### src/rtl/vgss_pkg.sv
// shared types, constants and lookup tables for the vfd grid scan shifter
`default_nettype none

package vgss_pkg;

  localparam int NUM_GRIDS     = 7;
  localparam int BITS_PER_BYTE = 8;
  localparam int CHAIN_BYTES   = 4;
  localparam int GRID_STORE    = 7;
  localparam int GRID_AW       = $clog2(GRID_STORE);
  localparam int BSEL_W        = $clog2(CHAIN_BYTES);
  localparam int BITS_W        = 4;

  localparam logic [3:0] BLANK_DIGIT = 4'hA;
  localparam logic [7:0] FRAME3_BASE = 8'h02;

  typedef enum logic [1:0] {
    CMD_TICK   = 2'd0,
    CMD_DIGIT  = 2'd1,
    CMD_SYMBOL = 2'd2,
    CMD_BLANK  = 2'd3
  } cmd_t;

  typedef enum logic [2:0] {
    PH_BUILD = 3'd0,
    PH_CLEAR = 3'd1,
    PH_LOAD  = 3'd2,
    PH_DATA  = 3'd3,
    PH_CLKHI = 3'd4,
    PH_LATCH = 3'd5
  } phase_t;

  // bit 0 is serial_data
  typedef struct packed {
    logic clear_n;
    logic latch_clock;
    logic shift_clock;
    logic serial_data;
  } pin_t;

  typedef struct packed {
    logic [3:0] digit;
    logic [1:0] sym_sel;
    logic [7:0] sym_bits;
  } grid_entry_t;

  typedef struct packed {
    logic               rd_en;
    logic [GRID_AW-1:0] rd_addr;
    logic               dig_we;
    logic [GRID_AW-1:0] dig_addr;
    logic [3:0]         dig_data;
    logic               sym_we;
    logic [GRID_AW-1:0] sym_addr;
    logic [1:0]         sym_sel;
    logic [7:0]         sym_bits;
    logic               blank;
  } store_req_t;

  typedef struct packed {
    logic [3:0] grid;
    logic [1:0] sel;
    logic [7:0] bits;
  } sym_ent_t;

  // {frame byte 1, frame byte 0}
  function automatic logic [15:0] seg_lookup(input logic [3:0] d);
    logic [15:0] v;
    unique case (d)
      4'd0:    v = 16'h806D;
      4'd1:    v = 16'h0028;
      4'd2:    v = 16'h2065;
      4'd3:    v = 16'h206C;
      4'd4:    v = 16'hA028;
      4'd5:    v = 16'hA04C;
      4'd6:    v = 16'hA04D;
      4'd7:    v = 16'h0068;
      4'd8:    v = 16'hA06D;
      4'd9:    v = 16'hA06C;
      default: v = 16'h0000;
    endcase
    return v;
  endfunction

  // {frame byte select, grid enable bits}
  function automatic logic [9:0] grid_lookup(input logic [GRID_AW-1:0] g);
    logic [9:0] v;
    unique case (g)
      3'd0:    v = {2'd2, 8'h04};
      3'd1:    v = {2'd2, 8'h20};
      3'd2:    v = {2'd1, 8'h01};
      3'd3:    v = {2'd1, 8'h10};
      3'd4:    v = {2'd1, 8'h40};
      3'd5:    v = {2'd0, 8'h02};
      3'd6:    v = {2'd0, 8'h10};
      default: v = {2'd2, 8'h04};
    endcase
    return v;
  endfunction

  function automatic sym_ent_t sym_lookup(input logic [2:0] id);
    sym_ent_t v;
    unique case (id)
      3'd0: v = '{grid: 4'd1, sel: 2'd2, bits: 8'h80};
      3'd1: v = '{grid: 4'd2, sel: 2'd2, bits: 8'h40};
      3'd2: v = '{grid: 4'd0, sel: 2'd1, bits: 8'h02};
      3'd3: v = '{grid: 4'd3, sel: 2'd2, bits: 8'h08};
      3'd4: v = '{grid: 4'd4, sel: 2'd2, bits: 8'h02};
      3'd5: v = '{grid: 4'd5, sel: 2'd2, bits: 8'h01};
      3'd6: v = '{grid: 4'd6, sel: 2'd2, bits: 8'h08};
      3'd7: v = '{grid: 4'd6, sel: 2'd0, bits: 8'h80};
    endcase
    return v;
  endfunction

endpackage

`default_nettype wire

### src/rtl/vgss_store.sv
// per-grid digit and symbol memories with valid bits and write forwarding
`default_nettype none

module vgss_store (
  input  wire logic                 clk,
  input  wire logic                 rst_n,
  input  wire vgss_pkg::store_req_t req,
  output vgss_pkg::grid_entry_t     entry
);
  import vgss_pkg::*;

  logic [3:0]          dig_mem [GRID_STORE];
  logic [9:0]          sym_mem [GRID_STORE];
  logic [GRID_STORE-1:0] dig_vld_r;
  logic [GRID_STORE-1:0] sym_vld_r;
  logic [3:0]          dig_rd_r;
  logic [9:0]          sym_rd_r;
  logic [GRID_AW-1:0]  rd_addr_r;
  logic                fwd_dig_r;
  logic                fwd_sym_r;
  logic [3:0]          fwd_dig_data_r;
  logic [9:0]          fwd_sym_data_r;

  always_ff @(posedge clk) begin
    if (req.dig_we) begin
      dig_mem[req.dig_addr] <= req.dig_data;
    end
    if (req.sym_we) begin
      sym_mem[req.sym_addr] <= {req.sym_sel, req.sym_bits};
    end
    if (req.rd_en) begin
      dig_rd_r       <= dig_mem[req.rd_addr];
      sym_rd_r       <= sym_mem[req.rd_addr];
      rd_addr_r      <= req.rd_addr;
      fwd_dig_data_r <= req.dig_data;
      fwd_sym_data_r <= {req.sym_sel, req.sym_bits};
    end
  end

  always_ff @(posedge clk) begin
    if (!rst_n) begin
      dig_vld_r <= '0;
      sym_vld_r <= '0;
      fwd_dig_r <= 1'b0;
      fwd_sym_r <= 1'b0;
    end else begin
      if (req.blank) begin
        dig_vld_r <= '0;
        sym_vld_r <= '0;
      end else begin
        if (req.dig_we) dig_vld_r[req.dig_addr] <= 1'b1;
        if (req.sym_we) sym_vld_r[req.sym_addr] <= 1'b1;
      end
      // read-first memory: catch a write landing on the entry being read
      if (req.rd_en) begin
        fwd_dig_r <= req.dig_we && (req.dig_addr == req.rd_addr);
        fwd_sym_r <= req.sym_we && (req.sym_addr == req.rd_addr);
      end
    end
  end

  always_comb begin
    if (fwd_dig_r) entry.digit = fwd_dig_data_r;
    else if (dig_vld_r[rd_addr_r]) entry.digit = dig_rd_r;
    else entry.digit = BLANK_DIGIT;

    if (fwd_sym_r) {entry.sym_sel, entry.sym_bits} = fwd_sym_data_r;
    else if (sym_vld_r[rd_addr_r]) {entry.sym_sel, entry.sym_bits} = sym_rd_r;
    else {entry.sym_sel, entry.sym_bits} = '0;
  end

  a_blank_clears: assert property (@(posedge clk) disable iff (!rst_n)
    req.blank |=> (dig_vld_r == '0) && (sym_vld_r == '0))
    else $error("blank did not clear the valid bits");

  a_fwd_hit: assert property (@(posedge clk) disable iff (!rst_n)
    (req.rd_en && req.dig_we && req.dig_addr == req.rd_addr) |=> fwd_dig_r)
    else $error("digit write to the entry under read not forwarded");

  a_sym_fwd_hit: assert property (@(posedge clk) disable iff (!rst_n)
    (req.rd_en && req.sym_we && req.sym_addr == req.rd_addr) |=> fwd_sym_r)
    else $error("symbol write to the entry under read not forwarded");

endmodule

`default_nettype wire

### src/rtl/vgss_seq.sv
// scan sequencer: frame build, byte load, bit shifting and pin levels
`default_nettype none

module vgss_seq (
  input  wire logic                  clk,
  input  wire logic                  rst_n,
  input  wire logic                  accept,
  input  wire logic                  fire,
  input  wire vgss_pkg::cmd_t        cmd,
  input  wire logic [2:0]            position,
  input  wire logic [3:0]            digit,
  input  wire logic [2:0]            symbol_id,
  input  wire vgss_pkg::grid_entry_t entry,
  output vgss_pkg::store_req_t       req,
  output vgss_pkg::pin_t             pins_nxt
);
  import vgss_pkg::*;

  phase_t              phase_r, phase_nxt;
  logic [7:0]          frame_r   [CHAIN_BYTES];
  logic [7:0]          frame_nxt [CHAIN_BYTES];
  logic [7:0]          build     [CHAIN_BYTES];
  logic [BSEL_W-1:0]   bsel_r, bsel_nxt;
  logic [GRID_AW-1:0]  grid_r, grid_nxt;
  logic [GRID_AW-1:0]  grid_cur;
  logic [7:0]          shift_r, shift_nxt;
  logic [BITS_W-1:0]   bits_r, bits_nxt, bits_dec;
  pin_t                pins_r;
  logic                tick;
  logic [15:0]         seg;
  logic [9:0]          gent;
  sym_ent_t            sent;

  assign tick     = fire && (cmd == CMD_TICK);
  assign grid_cur = (grid_r >= GRID_AW'(GRID_STORE)) ? '0 : grid_r;
  assign bits_dec = bits_r - 1'b1;
  assign seg      = seg_lookup(entry.digit);
  assign gent     = grid_lookup(grid_cur);
  assign sent     = sym_lookup(symbol_id);

  always_comb begin
    for (int i = 0; i < CHAIN_BYTES; i++) begin
      build[i] = (i == 0) ? seg[7:0] : (i == 1) ? seg[15:8] :
                 (i == 3) ? FRAME3_BASE : 8'h00;
      if (gent[9:8] == BSEL_W'(i)) build[i] = build[i] | gent[7:0];
      if (entry.sym_sel == BSEL_W'(i)) build[i] = build[i] | entry.sym_bits;
    end
  end

  // next phase
  always_comb begin
    phase_nxt = phase_r;
    if (tick) begin
      unique case (phase_r)
        PH_CLEAR: phase_nxt = PH_LOAD;
        PH_LOAD:  phase_nxt = PH_DATA;
        PH_DATA:  phase_nxt = PH_CLKHI;
        PH_CLKHI: phase_nxt = (bits_dec != '0) ? PH_DATA : PH_LATCH;
        PH_LATCH: phase_nxt = (bsel_r == '0) ? PH_BUILD : PH_LOAD;
        default:  phase_nxt = PH_CLEAR;
      endcase
    end
  end

  // datapath and pins
  always_comb begin
    frame_nxt = frame_r;
    bsel_nxt  = bsel_r;
    grid_nxt  = grid_r;
    shift_nxt = shift_r;
    bits_nxt  = bits_r;
    pins_nxt  = pins_r;
    if (tick) begin
      unique case (phase_r)
        PH_CLEAR: pins_nxt.clear_n = 1'b1;
        PH_LOAD: begin
          shift_nxt = frame_r[bsel_r];
          bsel_nxt  = bsel_r + 1'b1;
          bits_nxt  = BITS_W'(BITS_PER_BYTE);
        end
        PH_DATA: begin
          pins_nxt.serial_data = shift_r[0];
          pins_nxt.shift_clock = 1'b0;
        end
        PH_CLKHI: begin
          shift_nxt = shift_r >> 1;
          bits_nxt  = bits_dec;
          pins_nxt.shift_clock = 1'b1;
          if (bits_dec == '0) pins_nxt.latch_clock = 1'b0;
        end
        PH_LATCH: begin
          pins_nxt.shift_clock = 1'b0;
          // latch goes up ahead of the frame's last byte
          if (bsel_r == BSEL_W'(CHAIN_BYTES - 1)) pins_nxt.latch_clock = 1'b1;
        end
        default: begin
          pins_nxt.shift_clock = 1'b0;
          frame_nxt = build;
          grid_nxt  = (grid_cur >= GRID_AW'(NUM_GRIDS - 1)) ? '0 : grid_cur + 1'b1;
        end
      endcase
    end
  end

  always_comb begin
    req          = '0;
    req.rd_en    = accept;
    req.rd_addr  = grid_cur;
    req.dig_we   = fire && (cmd == CMD_DIGIT) && (position < GRID_AW'(NUM_GRIDS));
    req.dig_addr = position;
    req.dig_data = digit;
    req.sym_we   = fire && (cmd == CMD_SYMBOL) && (sent.grid < 4'(GRID_STORE));
    req.sym_addr = sent.grid[GRID_AW-1:0];
    req.sym_sel  = sent.sel;
    req.sym_bits = sent.bits;
    req.blank    = fire && (cmd == CMD_BLANK);
  end

  always_ff @(posedge clk) begin
    if (!rst_n) begin
      phase_r <= PH_BUILD;
      for (int i = 0; i < CHAIN_BYTES; i++)
        frame_r[i] <= (i == CHAIN_BYTES - 1) ? 8'h03 : 8'h00;
      bsel_r  <= BSEL_W'(CHAIN_BYTES - 1);
      grid_r  <= '0;
      shift_r <= '0;
      bits_r  <= '0;
      pins_r  <= '{clear_n: 1'b1, latch_clock: 1'b0, shift_clock: 1'b0,
                   serial_data: 1'b0};
    end else begin
      phase_r <= phase_nxt;
      frame_r <= frame_nxt;
      bsel_r  <= bsel_nxt;
      grid_r  <= grid_nxt;
      shift_r <= shift_nxt;
      bits_r  <= bits_nxt;
      pins_r  <= pins_nxt;
    end
  end

  a_build_to_clear: assert property (@(posedge clk) disable iff (!rst_n)
    (tick && phase_r == PH_BUILD) |=> phase_r == PH_CLEAR)
    else $error("frame build not followed by clear phase");

  a_sclk_rise: assert property (@(posedge clk) disable iff (!rst_n)
    $rose(pins_r.shift_clock) |-> $past(tick && phase_r == PH_CLKHI))
    else $error("shift clock rose outside the clock-high phase");

  a_grid_range: assert property (@(posedge clk) disable iff (!rst_n)
    grid_r < GRID_AW'(NUM_GRIDS))
    else $error("grid index out of range");

endmodule

`default_nettype wire

### src/rtl/vfd_grid_scan_shifter_unit.sv
// Scan driver for a 7-grid vfd behind a chain of four 8-bit shift registers.
// Input channel in_*: one word per command (tick, write digit, write symbol,
// blank all). Every accepted word gives exactly one output word on out_*,
// the pin levels (data, shift clock, latch, clear) after that command.
// A word is accepted into a holding stage while the per-grid memories are
// read at the current grid; it is executed when it moves from the holding
// stage into the output register, which a receiver stall can hold off.
// Throughput is one word per cycle sustained while out_tready stays high.
// Writes to the grid being read in the same cycle are forwarded, so a digit
// or symbol write followed directly by a build tick is seen.
// Reset returns the sequencer to the frame build phase, clears the grid
// valid bits (digits read blank, no symbols) and sets clear_n high with
// the other pins low; the block takes words as soon as reset is released.
// When the receiver stalls, the output word holds and the holding stage
// fills; in_tready drops only when both are occupied and out_tready is low.
`default_nettype none

module vfd_grid_scan_shifter_unit (
  input  wire logic        clk,
  input  wire logic        rst_n,
  input  wire logic        in_tvalid,
  output logic             in_tready,
  input  wire logic [15:0] in_tdata,   // command[1:0], position[4:2], digit[8:5], symbol_id[11:9]
  output logic             out_tvalid,
  input  wire logic        out_tready,
  output logic [7:0]       out_tdata   // serial_data[0], shift_clock[1], latch_clock[2], clear_n[3]
);
  import vgss_pkg::*;

  logic        accept;
  logic        b_fire;
  logic        b_valid_r;
  cmd_t        b_cmd_r;
  logic [2:0]  b_pos_r;
  logic [3:0]  b_digit_r;
  logic [2:0]  b_sym_r;
  logic        out_valid_r;
  pin_t        out_pins_r;
  pin_t        pins_nxt;
  store_req_t  req;
  grid_entry_t entry;

  assign b_fire    = b_valid_r && (!out_valid_r || out_tready);
  assign in_tready = !b_valid_r || b_fire;
  assign accept    = in_tvalid && in_tready;

  always_ff @(posedge clk) begin
    if (!rst_n) begin
      b_valid_r   <= 1'b0;
      out_valid_r <= 1'b0;
    end else begin
      if (accept) b_valid_r <= 1'b1;
      else if (b_fire) b_valid_r <= 1'b0;
      if (b_fire) out_valid_r <= 1'b1;
      else if (out_tready) out_valid_r <= 1'b0;
    end
  end

  always_ff @(posedge clk) begin
    if (accept) begin
      b_cmd_r   <= cmd_t'(in_tdata[1:0]);
      b_pos_r   <= in_tdata[4:2];
      b_digit_r <= in_tdata[8:5];
      b_sym_r   <= in_tdata[11:9];
    end
    if (b_fire) out_pins_r <= pins_nxt;
  end

  vgss_seq u_seq (
    .clk       (clk),
    .rst_n     (rst_n),
    .accept    (accept),
    .fire      (b_fire),
    .cmd       (b_cmd_r),
    .position  (b_pos_r),
    .digit     (b_digit_r),
    .symbol_id (b_sym_r),
    .entry     (entry),
    .req       (req),
    .pins_nxt  (pins_nxt)
  );

  vgss_store u_store (
    .clk   (clk),
    .rst_n (rst_n),
    .req   (req),
    .entry (entry)
  );

  assign out_tvalid = out_valid_r;
  assign out_tdata  = {4'b0000, out_pins_r};

  a_fire_loads_out: assert property (@(posedge clk) disable iff (!rst_n)
    b_fire |=> out_valid_r)
    else $error("executed word did not reach the output register");

  a_no_overwrite: assert property (@(posedge clk) disable iff (!rst_n)
    (b_valid_r && !b_fire) |-> !accept)
    else $error("holding stage overwritten while occupied");

  a_out_hold: assert property (@(posedge clk) disable iff (!rst_n)
    (out_valid_r && !out_tready) |=> out_valid_r && $stable(out_pins_r))
    else $error("output word changed while stalled");

endmodule

`default_nettype wire
### config.mk
export PLATFORM = sky130hd
export DESIGN_NAME = vfd_grid_scan_shifter_unit
export DESIGN_NICKNAME = d
export VERILOG_FILES = /design/src/rtl/vgss_pkg.sv /design/src/rtl/vgss_store.sv /design/src/rtl/vgss_seq.sv /design/src/rtl/vfd_grid_scan_shifter_unit.sv
export SDC_FILE = /design/constraint.sdc
export NUM_CORES = 1
export LEC_CHECK = 0
export BUFFER_PORTS_ARGS = -buffer_cell sky130_fd_sc_hd__buf_2
export CAP_MARGIN = 20
export CORE_UTILIZATION = 55
export CTS_CLUSTER_DIAMETER = 150
export DETAILED_ROUTE_END_ITERATION = 8
export PLACE_DENSITY = 0.81
export SYNTH_ARGS = -nofsm -noshare
export SYNTH_HDL_FRONTEND = slang
export SYNTH_SLANG_ARGS = --single-unit
### constraint.sdc
create_clock -name clk -period 2.2 [get_ports clk]
set_input_delay 0.33 -clock clk [delete_from_list [all_inputs] [get_ports clk]]
set_output_delay 0.33 -clock clk [all_outputs]
set_load 0.01 [all_outputs]
==> results.py <==
metrics = {
    "outcome": {
        "outcome": "finished, violations left",
        "violations": "setup timing",
    },
    "clock_network": {
        "clock_tree.buffer_depth": 3,
        "clock-root-buffer": "sky130_fd_sc_hd__clkbuf_16",
        "tritoncts": "built",
        "tritoncts.num_buffers": 21,
        "clk_sink_count": 201,
        "clk-insertion-delay-late_ns": 0.50,
        "htree_levels": 1,
        "worst_setup_hold_path_clk_slew_ns": 0.06,
    },
    "worst_hold_path": {
        "timing.hold.worst.class": "input port to flip-flop",
        "worst_hold_path.num_cells": 1,
    },
    "sta": {
        "setup_slack_ns": -0.000241,
        "timing.final.max_slew_violations": 0,
        "tns_ns": -0.000241,
        "final.setup_skew_ns": 0.0265,
        "timing_worst_slew_pin_value_ns": 0.593,
        "final_hold_viol_count": 0,
        "slew_headroom_pct": 59.9,
        "post-route-period-util_pct": 100,
        "rsz0062_at_grt": "yes",
        "fin_crit_period_ns": 2.20,
        "report.final.setup_viol": 1,
        "max_freq_mhz": 454,
    },
    "global_route": {
        "total_grt_usage_pct": 24.1,
        "grt_pass1_vias": 6272,
        "grt_overflow": 0,
        "global_route.usage.met2_pct": 42.5,
        "maximum_number_of_pins_on_one_net_before_global_route_repair": 32,
        "use_met1_pct": 29.7,
        "global_route_wire_length_before_repair_mm": 31.0,
        "grt-busiest-layer": "met2",
        "antenna_found_initial": 0,
        "grt_use_met3_pct": 3.81,
    },
    "floorplan": {
        "floorplan.die_area_um2": 16300,
        "die_h_um": 128,
        "core_footprint_um2": 15300,
        "floorplan.io_pins": 30,
        "start_util_pct": 56.7,
        "die_w_um": 128,
        "core.rowCount": 45,
    },
    "power": {
        "power.leakage_uw": 0.00385,
        "cellPowerDensity_nw_per_um2": 773,
        "internal_power_uw": 6050,
        "max-vdd-ir-drop_mv": 0.719,
        "power_frac_clock_pct": 41.1,
        "netSwitchingFraction_pct": 22.3,
        "seq_power_share_pct": 53.6,
        "comb_power_share_pct": 5.4,
        "p_sw_uw": 1740,
        "post-layout-total-power_uw": 7790,
    },
    "cells_and_area": {
        "antenna-diode-count": 0,
        "layout.filler_cells": 1108,
        "multi_input_comb_area_um2": 3170,
        "finish.instance_area_um2": 10100,
        "layoutNonFillerInstCount": 1029,
        "sequential_cell_area_um2": 5200,
        "post_route_cells_drive_above_1_share_pct": 17.5,
        "layout_stage_area_growth_over_the_synthesis_result_pct": 16.1,
        "finalNetCount": 843,
    },
    "route": {
        "vias": 6194,
        "avgRoutedWirePerCell_um": 18.8,
        "remaining_drc_errors": 0,
        "route.antenna.remaining_nets": 0,
        "drtIter0Drc": 505,
        "finalWirelength_mm": 19.4,
        "avgViaCountPerCell": 6.02,
        "detailedRoute.firstPassIterationCount": 7,
    },
    "critical_path": {
        "timing_worst_setup_path_type": "flip-flop to flip-flop",
        "critical_path_buf_inv_count": 0,
        "crit_required_ns": 2.63,
        "critical-path-top-delay-family": "compound AO/OA/AOI/OAI gates",
        "timing.critical_path.to_type": "flip-flop",
        "path_depth": 9,
        "critical-path-max-stage-delay_ns": 0.45,
        "cp_slowest_cell": "sky130_fd_sc_hd__edfxtp_1",
        "r2r.worst_path.cells": 9,
        "crit_path_start_kind": "flip-flop",
        "worst_ep_arrival_time_ns": 2.63,
        "critical_path_peak_fanout": 4,
        "cell_breakdown_of_the_critical_path": "mux2i_2 > a221o_1 > nor2_2 > a22oi_2 > ha_1 > a21oi_1 > o31ai_1 > o211ai_1 > a31oi_1",
    },
    "synthesis": {
        "post_synth_num_cell_types": 67,
        "fraction_of_synthesis_flops_using_an_asynchronous_set_or_reset_pin_pct": 0,
        "dominantRegCellSynth": "sky130_fd_sc_hd__edfxtp_1",
        "synth_sequential_area_ratio_pct": 60.0,
        "post_synth_inst_count": 737,
        "synth-seq-cells": 201,
        "mappedNetlistArea_um2": 8680,
        "synthesis.area_per_instance_um2": 11.8,
        "synth_enable_flop_cells": 118,
        "ys_warn_count": 0,
    },
    "placed_design": {
        "place.port_buffers": 21,
        "dp.cells": 976,
        "globalplace.congestion": 0.890,
        "placed_cell_area_um2": 9250,
        "detailedPlacementHpwl_mm": 12.9,
        "pre_cts_setup_slack_ns": 0.00176,
    },
    "run": {
        "max_cap_viol_count": 0,
    },
}
-- Yosys cell counts, types with 19 or more instances --
master	instances	area (um2)
sky130_fd_sc_hd__a21oi_1	49	245
sky130_fd_sc_hd__clkbuf_1	22	82.6
sky130_fd_sc_hd__dfxtp_1	83	1660
sky130_fd_sc_hd__edfxtp_1	118	3540
sky130_fd_sc_hd__ha_1	19	238
sky130_fd_sc_hd__inv_1	43	161
sky130_fd_sc_hd__mux2i_1	32	320
sky130_fd_sc_hd__nand2_1	51	191
sky130_fd_sc_hd__nor2_1	32	120
sky130_fd_sc_hd__o21ai_0	36	180
sky130_fd_sc_hd__o221ai_1	19	166
-- registers in the layout, summed over array words and instances, names as in the netlist, 2 cells and up --
| name | count |
|---|---|
| u_store.sym_mem | 49 |
| u_seq.frame_r | 31 |
| u_store.dig_mem | 28 |
| u_seq.sent | 10 |
| u_seq.shift_r | 8 |
| u_store.dig_vld_r | 7 |
| u_store.fwd_sym_data_r | 7 |
| u_store.sym_rd_r | 7 |
| u_store.sym_vld_r | 7 |
| b_digit_r | 4 |
| out_tdata | 4 |
| u_seq.bits_r | 4 |
| u_seq.pins_r | 4 |
| u_store.dig_rd_r | 4 |
| u_store.fwd_dig_data_r | 4 |
| b_pos_r | 3 |
| b_sym_r | 3 |
| u_seq.grid_r | 3 |
| u_seq.phase_r | 3 |
| u_store.rd_addr_r | 3 |
| b_cmd_r | 2 |
| u_seq.bsel_r | 2 |
-- through the flow --
stage | hold slack (ns) | util, %
floorplan | 0.428 | -
global placement | 0.437 | 60.4
detailed placement | 0.446 | 60.4
CTS | 0.000370 | 64.8
global route | 0.0135 | 65.8
finish | 0.0291 | 65.8
-- what timing repair did --
action,in CTS,in global routing
endpoints found under the setup margin,10,28
gates resized for setup,2,15
hold buffers,6,3
hold endpoints to repair,6,3
pin swaps,0,8
setup buffers,0,7
-- routing by layer --
layer	up-vias	share of wire (%)
li1	2892	-
met1	3064	41
met2	198	51
met3	40	5.2
met4	0	2.6
met5	-	0
-- cells by family (layout without fill, tap and decap cells) --
logic type,Yosys count,in the layout,share of synthesized area (%)
buffers and inverters,92,170,4.55
multiplexers,41,41,5.90
XOR/XNOR,5,5,0.504
flip-flops,201,201,60.0
AO/OA/AOI/OAI,208,208,16.3
other,1,4,0.0432
AND/OR/NAND/NOR,170,170,9.96
adder cells (fa/ha/maj),19,19,2.74
-- power groups by stage --
stage | Sequential, uW | Combinational, uW | Clock (uW)
after floorplan | 4210 | 249 | 0
after global placement | 4240 | 352 | 0
after detailed placement | 4250 | 370 | 0
after CTS | 4170 | 383 | 3220
after global routing | 4180 | 454 | 3400
final | 4170 | 417 | 3200
-- cell usage in the layout, fill, tap and decap left out, types with 4 or more instances in the layout --
| cell type | netlist | final |
|---|---|---|
| sky130_fd_sc_hd__edfxtp_1 | 118 | 118 |
| sky130_fd_sc_hd__dfxtp_1 | 83 | 83 |
| sky130_fd_sc_hd__buf_4 | 6 | 54 |
| sky130_fd_sc_hd__nand2_1 | 51 | 51 |
| sky130_fd_sc_hd__a21oi_1 | 49 | 49 |
| sky130_fd_sc_hd__inv_1 | 43 | 43 |
| sky130_fd_sc_hd__o21ai_0 | 36 | 34 |
| sky130_fd_sc_hd__mux2i_1 | 32 | 30 |
| sky130_fd_sc_hd__nor2_1 | 32 | 30 |
| sky130_fd_sc_hd__clkbuf_16 | 0 | 21 |
| sky130_fd_sc_hd__buf_2 | 16 | 21 |
| sky130_fd_sc_hd__o221ai_1 | 19 | 18 |
| sky130_fd_sc_hd__ha_1 | 19 | 17 |
| sky130_fd_sc_hd__nor3_1 | 16 | 16 |
| sky130_fd_sc_hd__o21a_1 | 16 | 16 |
| sky130_fd_sc_hd__nand3_1 | 14 | 14 |
| sky130_fd_sc_hd__a21o_1 | 14 | 14 |
| sky130_fd_sc_hd__o211ai_1 | 13 | 13 |
| sky130_fd_sc_hd__a31oi_1 | 11 | 11 |
| sky130_fd_sc_hd__a221oi_1 | 12 | 11 |
| sky130_fd_sc_hd__nand2b_1 | 9 | 9 |
| sky130_fd_sc_hd__dlygate4sd3_1 | 0 | 9 |
| sky130_fd_sc_hd__and2_1 | 8 | 8 |
| sky130_fd_sc_hd__mux4_2 | 8 | 8 |
| sky130_fd_sc_hd__nand4_1 | 7 | 7 |
| sky130_fd_sc_hd__clkbuf_1 | 22 | 6 |
| sky130_fd_sc_hd__nand3b_1 | 5 | 5 |
| sky130_fd_sc_hd__and3_1 | 5 | 5 |
| sky130_fd_sc_hd__o31ai_1 | 4 | 4 |
| sky130_fd_sc_hd__xnor2_1 | 4 | 4 |
| sky130_fd_sc_hd__a211oi_1 | 4 | 4 |
| sky130_fd_sc_hd__conb_1 | 1 | 4 |
| sky130_fd_sc_hd__clkinv_2 | 0 | 4 |
-- cell type report --
type / count / area share [%]
Inverter: 46 / 1.71
Sequential cell: 201 / 51.6
Clock inverter: 9 / 0.509
Multi-Input combinational cell: 447 / 31.5
Timing Repair Buffer: 87 / 6.47
Clock buffer: 28 / 5.57
Tap cell: 211 / 2.62
-- path summary, 6_finish.rpt --
| check | start | end | slack, ns |
|---|---|---|---|
| worst max-delay path | u_store.rd_addr_r[0]$_DFFE_PP_ | u_seq.frame_r[23]$_SDFFE_PN0P_ | -0.0002 |
| worst min-delay path | in_tdata[11] | b_sym_r[2]$_DFFE_PP_ | 0.03 |
| worst max register to register | u_store.rd_addr_r[0]$_DFFE_PP_ | u_seq.frame_r[23]$_SDFFE_PN0P_ | -0.0002 |
| worst min register to register | u_seq.frame_r[4]$_SDFFE_PN0P_ | u_seq.frame_r[4]$_SDFFE_PN0P_ | 0.45 |
Note: power is estimated with default switching activity, not from simulation.
